## config.mk

```make
export PLATFORM = sky130hd
export DESIGN_NAME = positional_list_engine
export DESIGN_NICKNAME = d
export VERILOG_FILES = /design/src/hw/rtl/ple_pkg.sv /design/src/hw/rtl/ple_ram.sv /design/src/hw/rtl/ple_front.sv /design/src/hw/rtl/ple_outq.sv /design/src/hw/rtl/ple_back.sv /design/src/hw/rtl/positional_list_engine.sv
export SDC_FILE = /design/constraint.sdc
export NUM_CORES = 2
export LEC_CHECK = 0
export ABC_AREA = 1
export BUFFER_PORTS_ARGS = -buffer_cell sky130_fd_sc_hd__buf_2
export CAP_MARGIN = 15
export CORE_ASPECT_RATIO = 0.6
export CORE_UTILIZATION = 30
export CTS_CLUSTER_DIAMETER = 60
export DETAILED_ROUTE_END_ITERATION = 12
export PLACE_DENSITY = 0.55
export SYNTH_ARGS = -nofsm -noshare
export SYNTH_HDL_FRONTEND = slang
export SYNTH_SLANG_ARGS = --single-unit
```

## constraint.sdc

```tcl
create_clock -name clk -period 4.4 [get_ports clk]
set_input_delay 0.44 -clock clk [delete_from_list [all_inputs] [get_ports clk]]
set_output_delay 0.44 -clock clk [all_outputs]
set_load 0.1 [all_outputs]
```

## src/hw/rtl/ple_pkg.sv

```systemverilog
// Shared constants, codes and item types for the positional list engine.
package ple_pkg;

  localparam int CAPACITY   = 32;
  localparam int DATA_WIDTH = 32;
  localparam int IDX_W      = $clog2(CAPACITY);
  localparam int PTR_W      = IDX_W + 1;

  localparam logic [PTR_W-1:0] NIL = PTR_W'(CAPACITY);

  localparam logic [2:0] K_INS_HEAD = 3'd0;
  localparam logic [2:0] K_INS_TAIL = 3'd1;
  localparam logic [2:0] K_INS_POS  = 3'd2;
  localparam logic [2:0] K_DEL_HEAD = 3'd3;
  localparam logic [2:0] K_DEL_TAIL = 3'd4;
  localparam logic [2:0] K_DEL_POS  = 3'd5;
  localparam logic [2:0] K_READ     = 3'd6;
  localparam logic [2:0] K_CLEAR    = 3'd7;

  localparam logic [1:0] ST_OK      = 2'd0;
  localparam logic [1:0] ST_BAD_POS = 2'd1;
  localparam logic [1:0] ST_EMPTY   = 2'd2;
  localparam logic [1:0] ST_FULL    = 2'd3;

  typedef struct packed {
    logic [2:0]         kind;
    logic [5:0]         position;
    logic signed [31:0] value;
  } in_item_t;

  typedef struct packed {
    logic [1:0]         status;
    logic signed [31:0] element;
    logic               element_valid;
    logic               last;
    logic [5:0]         size;
  } out_item_t;

  typedef struct packed {
    logic                  ins;
    logic                  del;
    logic                  at_head;
    logic                  at_tail;
    logic                  read;
    logic                  clear;
    logic [5:0]            position;
    logic [DATA_WIDTH-1:0] data;
  } req_t;

endpackage

```

## src/hw/rtl/ple_ram.sv

```systemverilog
// Generic single-write, single-read RAM with registered read data.
module ple_ram #(
  parameter int W = 8,
  parameter int DEPTH = 32,
  localparam int AW = (DEPTH > 1) ? $clog2(DEPTH) : 1
) (
  input  logic          clk,
  input  logic          we,
  input  logic [AW-1:0] waddr,
  input  logic [W-1:0]  wdata,
  input  logic [AW-1:0] raddr,
  output logic [W-1:0]  rdata
);

  logic [W-1:0] mem [DEPTH];

  always_ff @(posedge clk) begin
    if (we) begin
      mem[waddr] <= wdata;
    end
    rdata <= mem[raddr];
  end

endmodule

```

## src/hw/rtl/ple_front.sv

```systemverilog
// Front end: accepts items, decodes the request kind and queues requests.
module ple_front (
  input  logic              clk,
  input  logic              rst_n,
  input  logic              in_push,
  output logic              in_full,
  input  ple_pkg::in_item_t in_item,
  output logic              req_valid,
  output ple_pkg::req_t     req,
  input  logic              req_take
);
  import ple_pkg::*;

  req_t       q_r [2];
  logic       wr_r, wr_nxt, rd_r, rd_nxt;
  logic [1:0] cnt_r, cnt_nxt;
  req_t       dec;
  logic       push_ok, take_ok;

  always_comb begin
    dec          = '0;
    dec.ins      = (in_item.kind == K_INS_HEAD) || (in_item.kind == K_INS_TAIL) ||
                   (in_item.kind == K_INS_POS);
    dec.del      = (in_item.kind == K_DEL_HEAD) || (in_item.kind == K_DEL_TAIL) ||
                   (in_item.kind == K_DEL_POS);
    dec.at_head  = (in_item.kind == K_INS_HEAD) || (in_item.kind == K_DEL_HEAD);
    dec.at_tail  = (in_item.kind == K_INS_TAIL) || (in_item.kind == K_DEL_TAIL);
    dec.read     = (in_item.kind == K_READ);
    dec.clear    = (in_item.kind == K_CLEAR);
    dec.position = in_item.position;
    dec.data     = DATA_WIDTH'($unsigned(in_item.value));
  end

  assign in_full   = (cnt_r == 2'd2);
  assign req_valid = (cnt_r != 2'd0);
  assign req       = q_r[rd_r];
  assign push_ok   = in_push && !in_full;
  assign take_ok   = req_take && req_valid;

  always_comb begin
    wr_nxt  = push_ok ? ~wr_r : wr_r;
    rd_nxt  = take_ok ? ~rd_r : rd_r;
    cnt_nxt = cnt_r + 2'(push_ok) - 2'(take_ok);
  end

  always_ff @(posedge clk) begin
    if (!rst_n) begin
      wr_r  <= 1'b0;
      rd_r  <= 1'b0;
      cnt_r <= 2'd0;
    end else begin
      wr_r  <= wr_nxt;
      rd_r  <= rd_nxt;
      cnt_r <= cnt_nxt;
    end
    if (push_ok) begin
      q_r[wr_r] <= dec;
    end
  end

endmodule

```

## src/hw/rtl/ple_outq.sv

```systemverilog
// Two-entry result queue between the back end and the result ports.
module ple_outq (
  input  logic               clk,
  input  logic               rst_n,
  input  logic               res_push,
  output logic               res_full,
  input  ple_pkg::out_item_t res_item,
  output logic               out_empty,
  input  logic               out_pop,
  output ple_pkg::out_item_t out_item
);
  import ple_pkg::*;

  out_item_t  q_r [2];
  logic       wr_r, rd_r;
  logic [1:0] cnt_r;
  logic       push_ok, pop_ok;

  assign res_full  = (cnt_r == 2'd2);
  assign out_empty = (cnt_r == 2'd0);
  assign out_item  = q_r[rd_r];
  assign push_ok   = res_push && !res_full;
  assign pop_ok    = out_pop && !out_empty;

  always_ff @(posedge clk) begin
    if (!rst_n) begin
      wr_r  <= 1'b0;
      rd_r  <= 1'b0;
      cnt_r <= 2'd0;
    end else begin
      if (push_ok) wr_r <= ~wr_r;
      if (pop_ok) rd_r <= ~rd_r;
      cnt_r <= cnt_r + 2'(push_ok) - 2'(pop_ok);
    end
    if (push_ok) begin
      q_r[wr_r] <= res_item;
    end
  end

endmodule

```

## src/hw/rtl/ple_back.sv

```systemverilog
// Back end: sequencer that walks and relinks the node memories.
module ple_back (
  input  logic               clk,
  input  logic               rst_n,
  input  logic               req_valid,
  input  ple_pkg::req_t      req,
  output logic               req_take,
  output logic               res_push,
  output ple_pkg::out_item_t res_item,
  input  logic               res_full
);
  import ple_pkg::*;

  localparam int CW = ((PTR_W > 6) ? PTR_W : 6) + 1;

  localparam logic [3:0] S_IDLE   = 4'd0;
  localparam logic [3:0] S_WALK   = 4'd1;
  localparam logic [3:0] S_WSTEP  = 4'd2;
  localparam logic [3:0] S_LUSE   = 4'd3;
  localparam logic [3:0] S_LINK1  = 4'd4;
  localparam logic [3:0] S_LINK2  = 4'd5;
  localparam logic [3:0] S_UNLINK = 4'd6;
  localparam logic [3:0] S_RRD    = 4'd7;
  localparam logic [3:0] S_RPUSH  = 4'd8;
  localparam logic [3:0] S_RESP   = 4'd9;

  logic [3:0]       state_r, state_nxt;
  req_t             cur_r, cur_nxt;
  logic [PTR_W-1:0] n_r, n_nxt, p_r, p_nxt, q_r, q_nxt, m_r, m_nxt;
  logic [PTR_W-1:0] head_r, head_nxt, tail_r, tail_nxt;
  logic [PTR_W-1:0] count_r, count_nxt, hwm_r, hwm_nxt, fcnt_r, fcnt_nxt;
  logic [5:0]       steps_r, steps_nxt;
  logic [1:0]       st_r, st_nxt;

  logic                  val_we, nxt_we, prv_we, stk_we;
  logic [IDX_W-1:0]      val_wa, nxt_wa, prv_wa, stk_wa;
  logic [DATA_WIDTH-1:0] val_wd, val_rd;
  logic [PTR_W-1:0]      nxt_wd, nxt_rd, prv_wd, prv_rd;
  logic [IDX_W-1:0]      stk_wd, stk_rd;
  logic [CW-1:0]         pos_w, cnt_w;
  logic [PTR_W-1:0]      alloc;

  ple_ram #(.W(DATA_WIDTH), .DEPTH(CAPACITY)) u_val (
    .clk, .we(val_we), .waddr(val_wa), .wdata(val_wd),
    .raddr(n_r[IDX_W-1:0]), .rdata(val_rd));
  ple_ram #(.W(PTR_W), .DEPTH(CAPACITY)) u_nxt (
    .clk, .we(nxt_we), .waddr(nxt_wa), .wdata(nxt_wd),
    .raddr(n_r[IDX_W-1:0]), .rdata(nxt_rd));
  ple_ram #(.W(PTR_W), .DEPTH(CAPACITY)) u_prv (
    .clk, .we(prv_we), .waddr(prv_wa), .wdata(prv_wd),
    .raddr(n_r[IDX_W-1:0]), .rdata(prv_rd));
  // Stack of released nodes; its read port is addressed at the top entry, with registered read data.
  ple_ram #(.W(IDX_W), .DEPTH(CAPACITY)) u_stk (
    .clk, .we(stk_we), .waddr(stk_wa), .wdata(stk_wd),
    .raddr(IDX_W'(fcnt_r - PTR_W'(1))), .rdata(stk_rd));

  assign pos_w = CW'(req.position);
  assign cnt_w = CW'(count_r);
  // Released nodes are reused first; otherwise a never-used node is taken.
  assign alloc = (fcnt_r != '0) ? PTR_W'(stk_rd) : hwm_r;

  always_comb begin
    state_nxt = state_r;
    cur_nxt   = cur_r;
    n_nxt     = n_r;
    p_nxt     = p_r;
    q_nxt     = q_r;
    m_nxt     = m_r;
    head_nxt  = head_r;
    tail_nxt  = tail_r;
    count_nxt = count_r;
    hwm_nxt   = hwm_r;
    fcnt_nxt  = fcnt_r;
    steps_nxt = steps_r;
    st_nxt    = st_r;
    req_take  = 1'b0;
    res_push  = 1'b0;
    res_item  = '0;
    val_we    = 1'b0;
    val_wa    = m_r[IDX_W-1:0];
    val_wd    = cur_r.data;
    nxt_we    = 1'b0;
    nxt_wa    = alloc[IDX_W-1:0];
    nxt_wd    = q_r;
    prv_we    = 1'b0;
    prv_wa    = alloc[IDX_W-1:0];
    prv_wd    = p_r;
    stk_we    = 1'b0;
    stk_wa    = fcnt_r[IDX_W-1:0];
    stk_wd    = n_r[IDX_W-1:0];

    case (state_r)
      S_IDLE: begin
        if (req_valid) begin
          req_take  = 1'b1;
          cur_nxt   = req;
          st_nxt    = ST_OK;
          n_nxt     = head_r;
          steps_nxt = req.position - 6'd1;
          state_nxt = S_RESP;
          if (req.ins) begin
            if (count_r == PTR_W'(CAPACITY)) begin
              st_nxt = ST_FULL;
            end else if (!req.at_head && !req.at_tail &&
                         (pos_w == '0 || pos_w > cnt_w + CW'(1))) begin
              st_nxt = ST_BAD_POS;
            end else if (req.at_head || (!req.at_tail && pos_w == CW'(1))) begin
              p_nxt     = NIL;
              q_nxt     = head_r;
              state_nxt = S_LINK1;
            end else if (req.at_tail || pos_w == cnt_w + CW'(1)) begin
              p_nxt     = tail_r;
              q_nxt     = NIL;
              state_nxt = S_LINK1;
            end else begin
              state_nxt = S_WALK;
            end
          end else if (req.del) begin
            if (req.at_head || req.at_tail) begin
              if (count_r == '0) begin
                st_nxt = ST_EMPTY;
              end else begin
                n_nxt     = req.at_head ? head_r : tail_r;
                steps_nxt = '0;
                state_nxt = S_WALK;
              end
            end else if (pos_w == '0 || pos_w > cnt_w) begin
              st_nxt = ST_BAD_POS;
            end else begin
              state_nxt = S_WALK;
            end
          end else if (req.read) begin
            if (count_r != '0) state_nxt = S_RRD;
          end else begin
            head_nxt  = NIL;
            tail_nxt  = NIL;
            count_nxt = '0;
            hwm_nxt   = '0;
            fcnt_nxt  = '0;
          end
        end
      end
      S_WALK: begin
        // The link read of the current node is under way in this cycle.
        state_nxt = (steps_r == '0) ? S_LUSE : S_WSTEP;
      end
      S_WSTEP: begin
        n_nxt     = nxt_rd;
        steps_nxt = steps_r - 6'd1;
        state_nxt = S_WALK;
      end
      S_LUSE: begin
        p_nxt = prv_rd;
        if (cur_r.ins) begin
          q_nxt     = n_r;
          state_nxt = S_LINK1;
        end else begin
          q_nxt     = nxt_rd;
          state_nxt = S_UNLINK;
        end
      end
      S_LINK1: begin
        m_nxt  = alloc;
        val_we = 1'b1;
        val_wa = alloc[IDX_W-1:0];
        nxt_we = 1'b1;
        prv_we = 1'b1;
        if (fcnt_r != '0) fcnt_nxt = fcnt_r - PTR_W'(1);
        else hwm_nxt = hwm_r + PTR_W'(1);
        state_nxt = S_LINK2;
      end
      S_LINK2: begin
        nxt_wa = p_r[IDX_W-1:0];
        nxt_wd = m_r;
        prv_wa = q_r[IDX_W-1:0];
        prv_wd = m_r;
        if (p_r != NIL) nxt_we = 1'b1;
        else head_nxt = m_r;
        if (q_r != NIL) prv_we = 1'b1;
        else tail_nxt = m_r;
        count_nxt = count_r + PTR_W'(1);
        state_nxt = S_RESP;
      end
      S_UNLINK: begin
        nxt_wa = p_r[IDX_W-1:0];
        nxt_wd = q_r;
        prv_wa = q_r[IDX_W-1:0];
        prv_wd = p_r;
        if (p_r != NIL) nxt_we = 1'b1;
        else head_nxt = q_r;
        if (q_r != NIL) prv_we = 1'b1;
        else tail_nxt = p_r;
        stk_we    = 1'b1;
        fcnt_nxt  = fcnt_r + PTR_W'(1);
        count_nxt = count_r - PTR_W'(1);
        state_nxt = S_RESP;
      end
      S_RRD: begin
        state_nxt = S_RPUSH;
      end
      S_RPUSH: begin
        // n_r holds while stalled, so the read data stays put.
        res_item.status        = ST_OK;
        res_item.element       = 32'(val_rd);
        res_item.element_valid = 1'b1;
        res_item.last          = (nxt_rd == NIL);
        res_item.size          = 6'(count_r);
        if (!res_full) begin
          res_push  = 1'b1;
          n_nxt     = nxt_rd;
          state_nxt = (nxt_rd == NIL) ? S_IDLE : S_RRD;
        end
      end
      S_RESP: begin
        res_item.status = st_r;
        res_item.last   = 1'b1;
        res_item.size   = 6'(count_r);
        if (!res_full) begin
          res_push  = 1'b1;
          state_nxt = S_IDLE;
        end
      end
      default: begin
        state_nxt = S_IDLE;
      end
    endcase
  end

  always_ff @(posedge clk) begin
    if (!rst_n) begin
      state_r <= S_IDLE;
      head_r  <= NIL;
      tail_r  <= NIL;
      count_r <= '0;
      hwm_r   <= '0;
      fcnt_r  <= '0;
    end else begin
      state_r <= state_nxt;
      head_r  <= head_nxt;
      tail_r  <= tail_nxt;
      count_r <= count_nxt;
      hwm_r   <= hwm_nxt;
      fcnt_r  <= fcnt_nxt;
    end
    cur_r   <= cur_nxt;
    n_r     <= n_nxt;
    p_r     <= p_nxt;
    q_r     <= q_nxt;
    m_r     <= m_nxt;
    steps_r <= steps_nxt;
    st_r    <= st_nxt;
  end

endmodule

```

## src/hw/rtl/positional_list_engine.sv

```systemverilog
// Top level of the positional list engine: front end, sequencer and result queue.
//
//   channel  | ports                        | moves
//   ---------+------------------------------+--------------------------------
//   input    | in_push, in_full, in_item    | one request item
//   result   | out_pop, out_empty, out_item | one result item
//
// An end insert runs the sequencer states LINK1 and LINK2 and an end delete WALK, LUSE
// and UNLINK; a positional request adds WALK and WSTEP per link followed, since each
// step waits on a registered read of the next-link memory. Read out runs RRD and RPUSH
// per element. Reset clears the list at once: nodes are handed out by a high-water
// count and a stack of released nodes, so no clearing pass is needed. Either side may
// stall freely; two-entry queues sit at the input and at the result side.
module positional_list_engine (
  input  logic               clk,
  input  logic               rst_n,
  input  logic               in_push,
  output logic               in_full,
  input  ple_pkg::in_item_t  in_item,
  input  logic               out_pop,
  output logic               out_empty,
  output ple_pkg::out_item_t out_item
);
  import ple_pkg::*;

  logic      req_valid, req_take, res_push, res_full;
  req_t      req;
  out_item_t res_item;

  ple_front u_front (
    .clk, .rst_n, .in_push, .in_full, .in_item,
    .req_valid, .req, .req_take);

  ple_back u_back (
    .clk, .rst_n, .req_valid, .req, .req_take,
    .res_push, .res_item, .res_full);

  ple_outq u_outq (
    .clk, .rst_n, .res_push, .res_full, .res_item,
    .out_empty, .out_pop, .out_item);

endmodule
```

# --- After elaboration in Yosys (flattened, before gate mapping) ---
# Memories as Yosys holds them, arrays and structs flattened. A register that Yosys moved wholly into a read port is not among the register bits.
# Index checks and enable logic that the tools add are counted.
word_totals:
  reg_bits: 107
  ramBits: 1740
  inputBits: 45
  out_inout_bits: 44
  elab_cells: 243
  n_memories: 6
mem_list:
  columns: ["memory", "words", "width", "rd", "rd_clocked_by_memory_dff", "write_ports", "line_no", "source"]
  rows:
  - ["u_back.u_val.mem", 32, 32, 1, 1, 1, "ple_ram.sv:15", "logic [W-1:0] mem [DEPTH];"]
  - ["u_back.u_nxt.mem", 32, 6, 1, 1, 1, "ple_ram.sv:15", null]
  - ["u_back.u_prv.mem", 32, 6, 1, 1, 1, "ple_ram.sv:15", null]
  - ["u_back.u_stk.mem", 32, 5, 1, 1, 1, "ple_ram.sv:15", null]
  - ["u_front.q_r", 2, 44, 1, 1, 1, "ple_front.sv:14", "req_t q_r [2];"]
  - ["u_outq.q_r", 2, 42, 1, 1, 1, "ple_outq.sv:14", "out_item_t q_r [2];"]
op_classes:
  addsub: 12
  magnitude_cmp: 2
  n_eq_ne: 40
  n_mux: 108
  bitwise_logic: 4
  n_reduce_logical: 50
op_table:
  columns: ["cell", "n"]
  rows:
  - ["two-way mux 6 bit", 41]
  - ["one-hot mux 6 bit (3 select lines)", 5]
  - ["two-way mux 4 bit", 13]
  - ["one-hot mux 6 bit (2 select lines)", 4]
  - ["one-hot mux 4 bit (9 select lines)", 1]
  - ["two-way mux 33 bit", 1]
  - ["two-way mux 1 bit", 27]
  - ["!= test 2 bit, second input constant", 13]
  - ["subtractor 6 x 1 -> 6 bit, second input constant", 4]
  - ["two-way mux 5 bit", 4]
  - ["adder 6 x 1 -> 6 bit, second input constant", 3]
  - ["AND reduction 6 bit", 3]
  - ["equality test 4 x 3 -> 1 bit, second input constant", 4]
  - ["two-way mux 2 bit", 7]
  - ["one-hot mux 7 bit (2 select lines)", 1]
  - ["AND reduction 7 bit", 2]
  - ["equality test 3 bit, second input constant", 4]
  - ["equality test 6 bit, second input constant", 2]
  - ["zero test 6 bit", 2]
  - ["!= test 6 bit, second input constant", 2]
  - ["nonzero test 6 bit", 2]
  - ["logical OR 1 bit", 11]
  - ["nonzero test 3 bit", 3]
  - ["equality test 4 x 2 -> 1 bit, second input constant", 2]
  - ["28 further kinds", 55]

# --- Longest topological paths before layout ---
depth:
  ltp_word: 10
  mapped_depth: 18
  depth_no_buf: 17

# --- Cells and area by module ---
# A second synthesis with hierarchy kept.
hier_totals:
  hier_cells: 6623
  hier_area_um2: 78322.6
modules_own_cells:
  columns: ["module", "instances", "cells_per_inst", "area_each_um2", "seq_area_each_um2"]
  rows:
  - ["ple_ram at u_back.u_val", 1, 3536, 42405.7, 31390.1]
  - ["ple_ram at u_back.u_nxt ...", 2, 704, 8077.7, 5885.6]
  - ["ple_ram at u_back.u_stk", 1, 595, 6796.5, 4904.7]
  - ["ple_back", 1, 726, 5796.8, 2632.5]
  - ["ple_front", 1, 189, 3683.5, 2742.6]
  - ["ple_outq", 1, 169, 3484.6, 2622.5]

# --- Worst setup path before layout ---
# OpenSTA, ideal clock, no wires.
synth_timing:
  kind: "reg2reg"
  start: "register u_back.fcnt_r[0]"
  end: "memory u_back.u_val.mem[10][0] (netlist bit), enable pin"
  setup_ps: 421
  arrival_time_ps: 3525
  required_ps: 3979
  path_slack_ps: 454
  path_stages_with_launch: 15
  path_buffers: 2
  synth_period_minus_slack_ps: 3946
  cell_sequence: "dfxtp_1 -> clkinv_1 -> clkbuf_1 -> clkbuf_1 -> ha_1 -> inv_1 -> nor2_4 -> nand3_4 -> nand2_1 -> o21ai_1 -> a21boi_1 -> inv_1 -> nor2_1 -> nand2_1 -> nor2_1"
synth_between:
  elab_chain_cells: 3
synth_rtl:
  columns: ["item", "line_no", "source"]
  rows:
  - ["start: declaration", "ple_back.sv:31", "logic [PTR_W-1:0] count_r, count_nxt, hwm_r, hwm_nxt, fcnt_r, fcnt_nxt;"]
  - ["start signal: assignment", "ple_back.sv:243", "fcnt_r <= fcnt_nxt;"]
  - ["nonzero test 6 bit", "ple_back.sv:60", "assign alloc = (fcnt_r != '0) ? PTR_W'(stk_rd) : hwm_r;"]
  - ["two-way mux 5 bit", "ple_back.sv:60", null]
  - ["two-way mux 5 bit", "ple_back.sv:92", "case (state_r)"]
  - ["end: declaration", "ple_ram.sv:15", null]
# No other way between the ends.

# --- Worst setup path after layout ---
layout_timing:
  start: "register u_back.fcnt_r[1]"
  end: "memory u_back.u_val.mem[5][31] (netlist bit), enable pin"
# Same word-level chain as after synthesis.

==> results.md <==
- CTS Root Cell: clkbuf_16
- Routed vias: 47900
- Dominant cell type by area after synthesis: edfxtp_1
- GP Congestion: 0.859
- Clk pin slew, worst setup/hold paths: 0.06 ns
- Bufs on Longest Clock Path: 4
- Global-route wire length before repair: 308000 um
- Final setup vio count: 0
- Worst Hold Launch: in_item[39]
- Status: completed
- Post-Layout Cell Count: 9303
- Critical-path cell list: inv_1 -> ha_2 -> inv_1 -> nor2_4 -> nand3_4 -> o21ai_1 -> a21boi_1 -> nor2_1 -> nand2_1 -> nor2_4 -> buf_4
- Clk_lat worst skew: 0.83 ns
- Critical path's slowest cell: nor2_4
- Initial Util: 0.303
- Tightest Pin Transition: 1.23 ns
- Final instance area: 86500 um^2
- Critical R2R Capture: u_back.u_val.mem[5][31]$_DFFE_PP_
- # placed instances: 8930
- Crit path DAT: 3.91 ns
- Mapped cell area: 75100 um^2
- I/O Buffers: 88
- Vias in the first global route: 45000
- Worst r2r path cells: 11
- Die ar.: 252000 um^2
- Die Y-Extent: 390 um
- Peak VDD IR: 729 uV
- Largest net degree at the start of global routing: 163
- Number of flops mapped to enable cells by yosys: 1803
- Routed len/inst: 22.5 um
- CTS buffer count: 187
- Min-Delay Path Depth: 4
- Core area: 248000 um^2
- Worst Skew: 0.0463 ns
- Top cell type's share of synthesized area: 0.721
- First-pass detailed-route iteration total: 5
- CP Capture Type: flip-flop
- Remaining DRCs: 0
- F_max: 291 MHz
- Static Leak: 0.0280 uW
- Cells resized by post-CTS repair: 0
- Hpwl dp: 126000 um
- Cell Pwr Density: 689 nW/um^2
- Flops & latches, synth: 1896
- # fillers: 23800
- Crit path kind: flip-flop to flip-flop
- Worst slew margin: 0.181
- Worst Hold Class: primary input to flip-flop
- Synth cell types: 52
- CTS tree: built
- R2R Setup Slk: 0.96 ns
- Vias per cell: 5.15
- Synth top area cells: edfxtp_1 (72%), o21ai_0 (6.5%), nor2_1 (5.9%)
- IO Pins: 89
- # nets final: 5950
- Max cap viols: 0
- Async SR Flop Fraction: 0
- Cts hold-fix bufs: 41
- Grt total ovfl: 0
- Ys flop type: edfxtp_1
- Period utilization: 0.782
- RR Startpoint: u_back.fcnt_r[1]$_SDFFE_PN0P_
- Die width: 648 um
- # clock sinks: 1896
- Commonest non-fill, non-tap cell in the layout: edfxtp_1
- H-tree Lvls: 4
- Post-route ant nets: 0
- Postcts setup bufs: 0
- Max incr delay on CP: 0.57 ns
- Post-Syn Nets: 5857
- Mean area per synthesized cell: 13.0 um^2
- Post-Synthesis Cells: 5780
- Antenna violations before repair: 8
- Most frequent cells in the layout: edfxtp_1 (1803), nor2_1 (1135), o21ai_0 (957), nand2_1 (316), o221ai_1 (251)
- Seq/Total Area, Yosys: 0.746
- Layout area overhead: 15.2%
- Fraction of layout instances using a drive strength above 1: 0.110
- Area after DPL: 80100 um^2
- Max Slew Vio Count: 0
- Max FO, Critical Path: 19
- Drt first-iter violations: 6037
- Synth warn: 0
- Crit path time final: 3.44 ns
- Required @ worst endpoint: 4.87 ns
- Fin. Hold Viols: 0
- Row count: 141
- DRT Wirelength: 209000 um
- RSZ-0062 raised after global routing: false
- Startpoint types: flip-flop
- Min-Delay Endpoint: u_front.q_r[0][42]$_DFFE_PP_
- Gr usage total: 0.161
- Setup TNS Final: 0 ns
## report_power, final
part           internal [uW]  total, uW  switching [uW]
registers              23100      24400            1240
clock network           9140      15900            6780
logic                   4680      19400           14700
total                  36900      59600           22700
## cells by family (layout without fill, tap and decap cells)
group                      Yosys count  in the layout  share of synthesized area
muxes                               48             48                    0.00710
DFF                               1896           1896                      0.746
xor gates and xnor gates            15             15                    0.00175
buffers and inverters              564            796                     0.0309
adders and majority gates           32             32                    0.00543
AOI/OAI and AO/OA                 1545           1545                      0.120
other                                0              2                          0
and+or+nand+nor                   1680           1680                     0.0892
## per-stage QoR
stage / total power (uW) / utilization / setup slack (ns) / hold slack (ns)
global route: 62300 / 0.350 / 0.718 / 0.0641
detailed placement: 43900 / 0.324 / 0.962 / 0.439
CTS: 59800 / 0.349 / 0.924 / 0.0237
floorplan: 35800 / - / 0.454 / 0.422
global placement: 43800 / 0.324 / 0.922 / 0.428
finish: 59600 / 0.350 / 0.960 / 0.0687
## layout make-up
type	instances	area, um^2	area share
antenna	2	5.00	0.0000578
timing repair buffer	271	2450	0.0283
clock buffer	238	5070	0.0586
multi-input combinational	3320	17200	0.199
inverter	197	769	0.00889
tap	3289	4120	0.0476
clock inverter	90	918	0.0106
sequential	1896	56000	0.647
## metal layers
metal  vias up  GRT usage  wire length, um
met5         -          0                0
met3       274     0.0315            19200
met1     23900      0.259           101000
met4         0     0.0359             4260
met2      2215      0.220            84600
li1      21500          -                -
## registers in the layout (all words and copies together) (netlist names), 32 cells and up, named ones only
name / count
u_back.u_nxt.mem: 192
u_back.u_prv.mem: 192
u_back.u_stk.mem: 160
u_back.u_val.mem: 1024
u_back.u_val.rdata: 32
u_back.val_wd: 32
u_front.q_r: 86
u_outq.q_r: 84
## cell usage after synthesis, types with 3 or more instances
master,n
edfxtp_1,1803
buf_2,68
nand2_2,7
nor2_4,7
and2_1,3
buf_6,4
inv_1,174
o32ai_1,5
o211ai_1,7
buf_4,21
nand4_1,8
clkinv_1,4
a31oi_1,39
nand3_1,132
o22ai_1,125
dfxtp_1,93
mux2i_1,6
nand2_1,317
o21ai_0,968
o21ai_2,8
nor3_1,7
or2_2,4
o21ai_1,40
a21oi_1,82
inv_2,18
ha_1,31
a211oi_1,3
buf_1,18
nor2_2,7
xor2_1,13
o221ai_1,251
a21oi_2,5
mux2_2,42
o31ai_1,5
nand3_2,4
or2_1,4
clkbuf_1,256
nor2_1,1172
## critical path, delay by kind of cell, from the launching register on
family / cells / cell delay, ns
simple gates: 5 / 1.30
flops: 1 / 0.34
compound gates: 2 / 0.47
buf+inv: 3 / 0.69
fa+ha+maj: 1 / 0.23
## worst max-delay path by stage
stage,from,endpoint,slack [ns],cells past startpoint
6_report,u_back.fcnt_r[1]$_SDFFE_PN0P_,u_back.u_val.mem[5][31]$_DFFE_PP_,0.96,11
5_1_grt,u_back.fcnt_r[1]$_SDFFE_PN0P_,u_back.u_val.mem[5][31]$_DFFE_PP_,0.72,11
4_1_cts,u_back.fcnt_r[1]$_SDFFE_PN0P_,u_back.u_val.mem[5][31]$_DFFE_PP_,0.92,11
3_5_place_dp,u_back.fcnt_r[1]$_SDFFE_PN0P_,u_back.u_val.mem[5][24]$_DFFE_PP_,0.96,11
3_3_place_gp,u_back.state_r[0]$_SDFFE_PN0P_,u_back.u_val.mem[22][7]$_DFFE_PP_,0.92,10
2_1_floorplan,u_back.fcnt_r[0]$_SDFFE_PN0P_,u_back.u_val.mem[10][0]$_DFFE_PP_,0.45,14
Note: power is estimated with default switching activity, not from simulation.
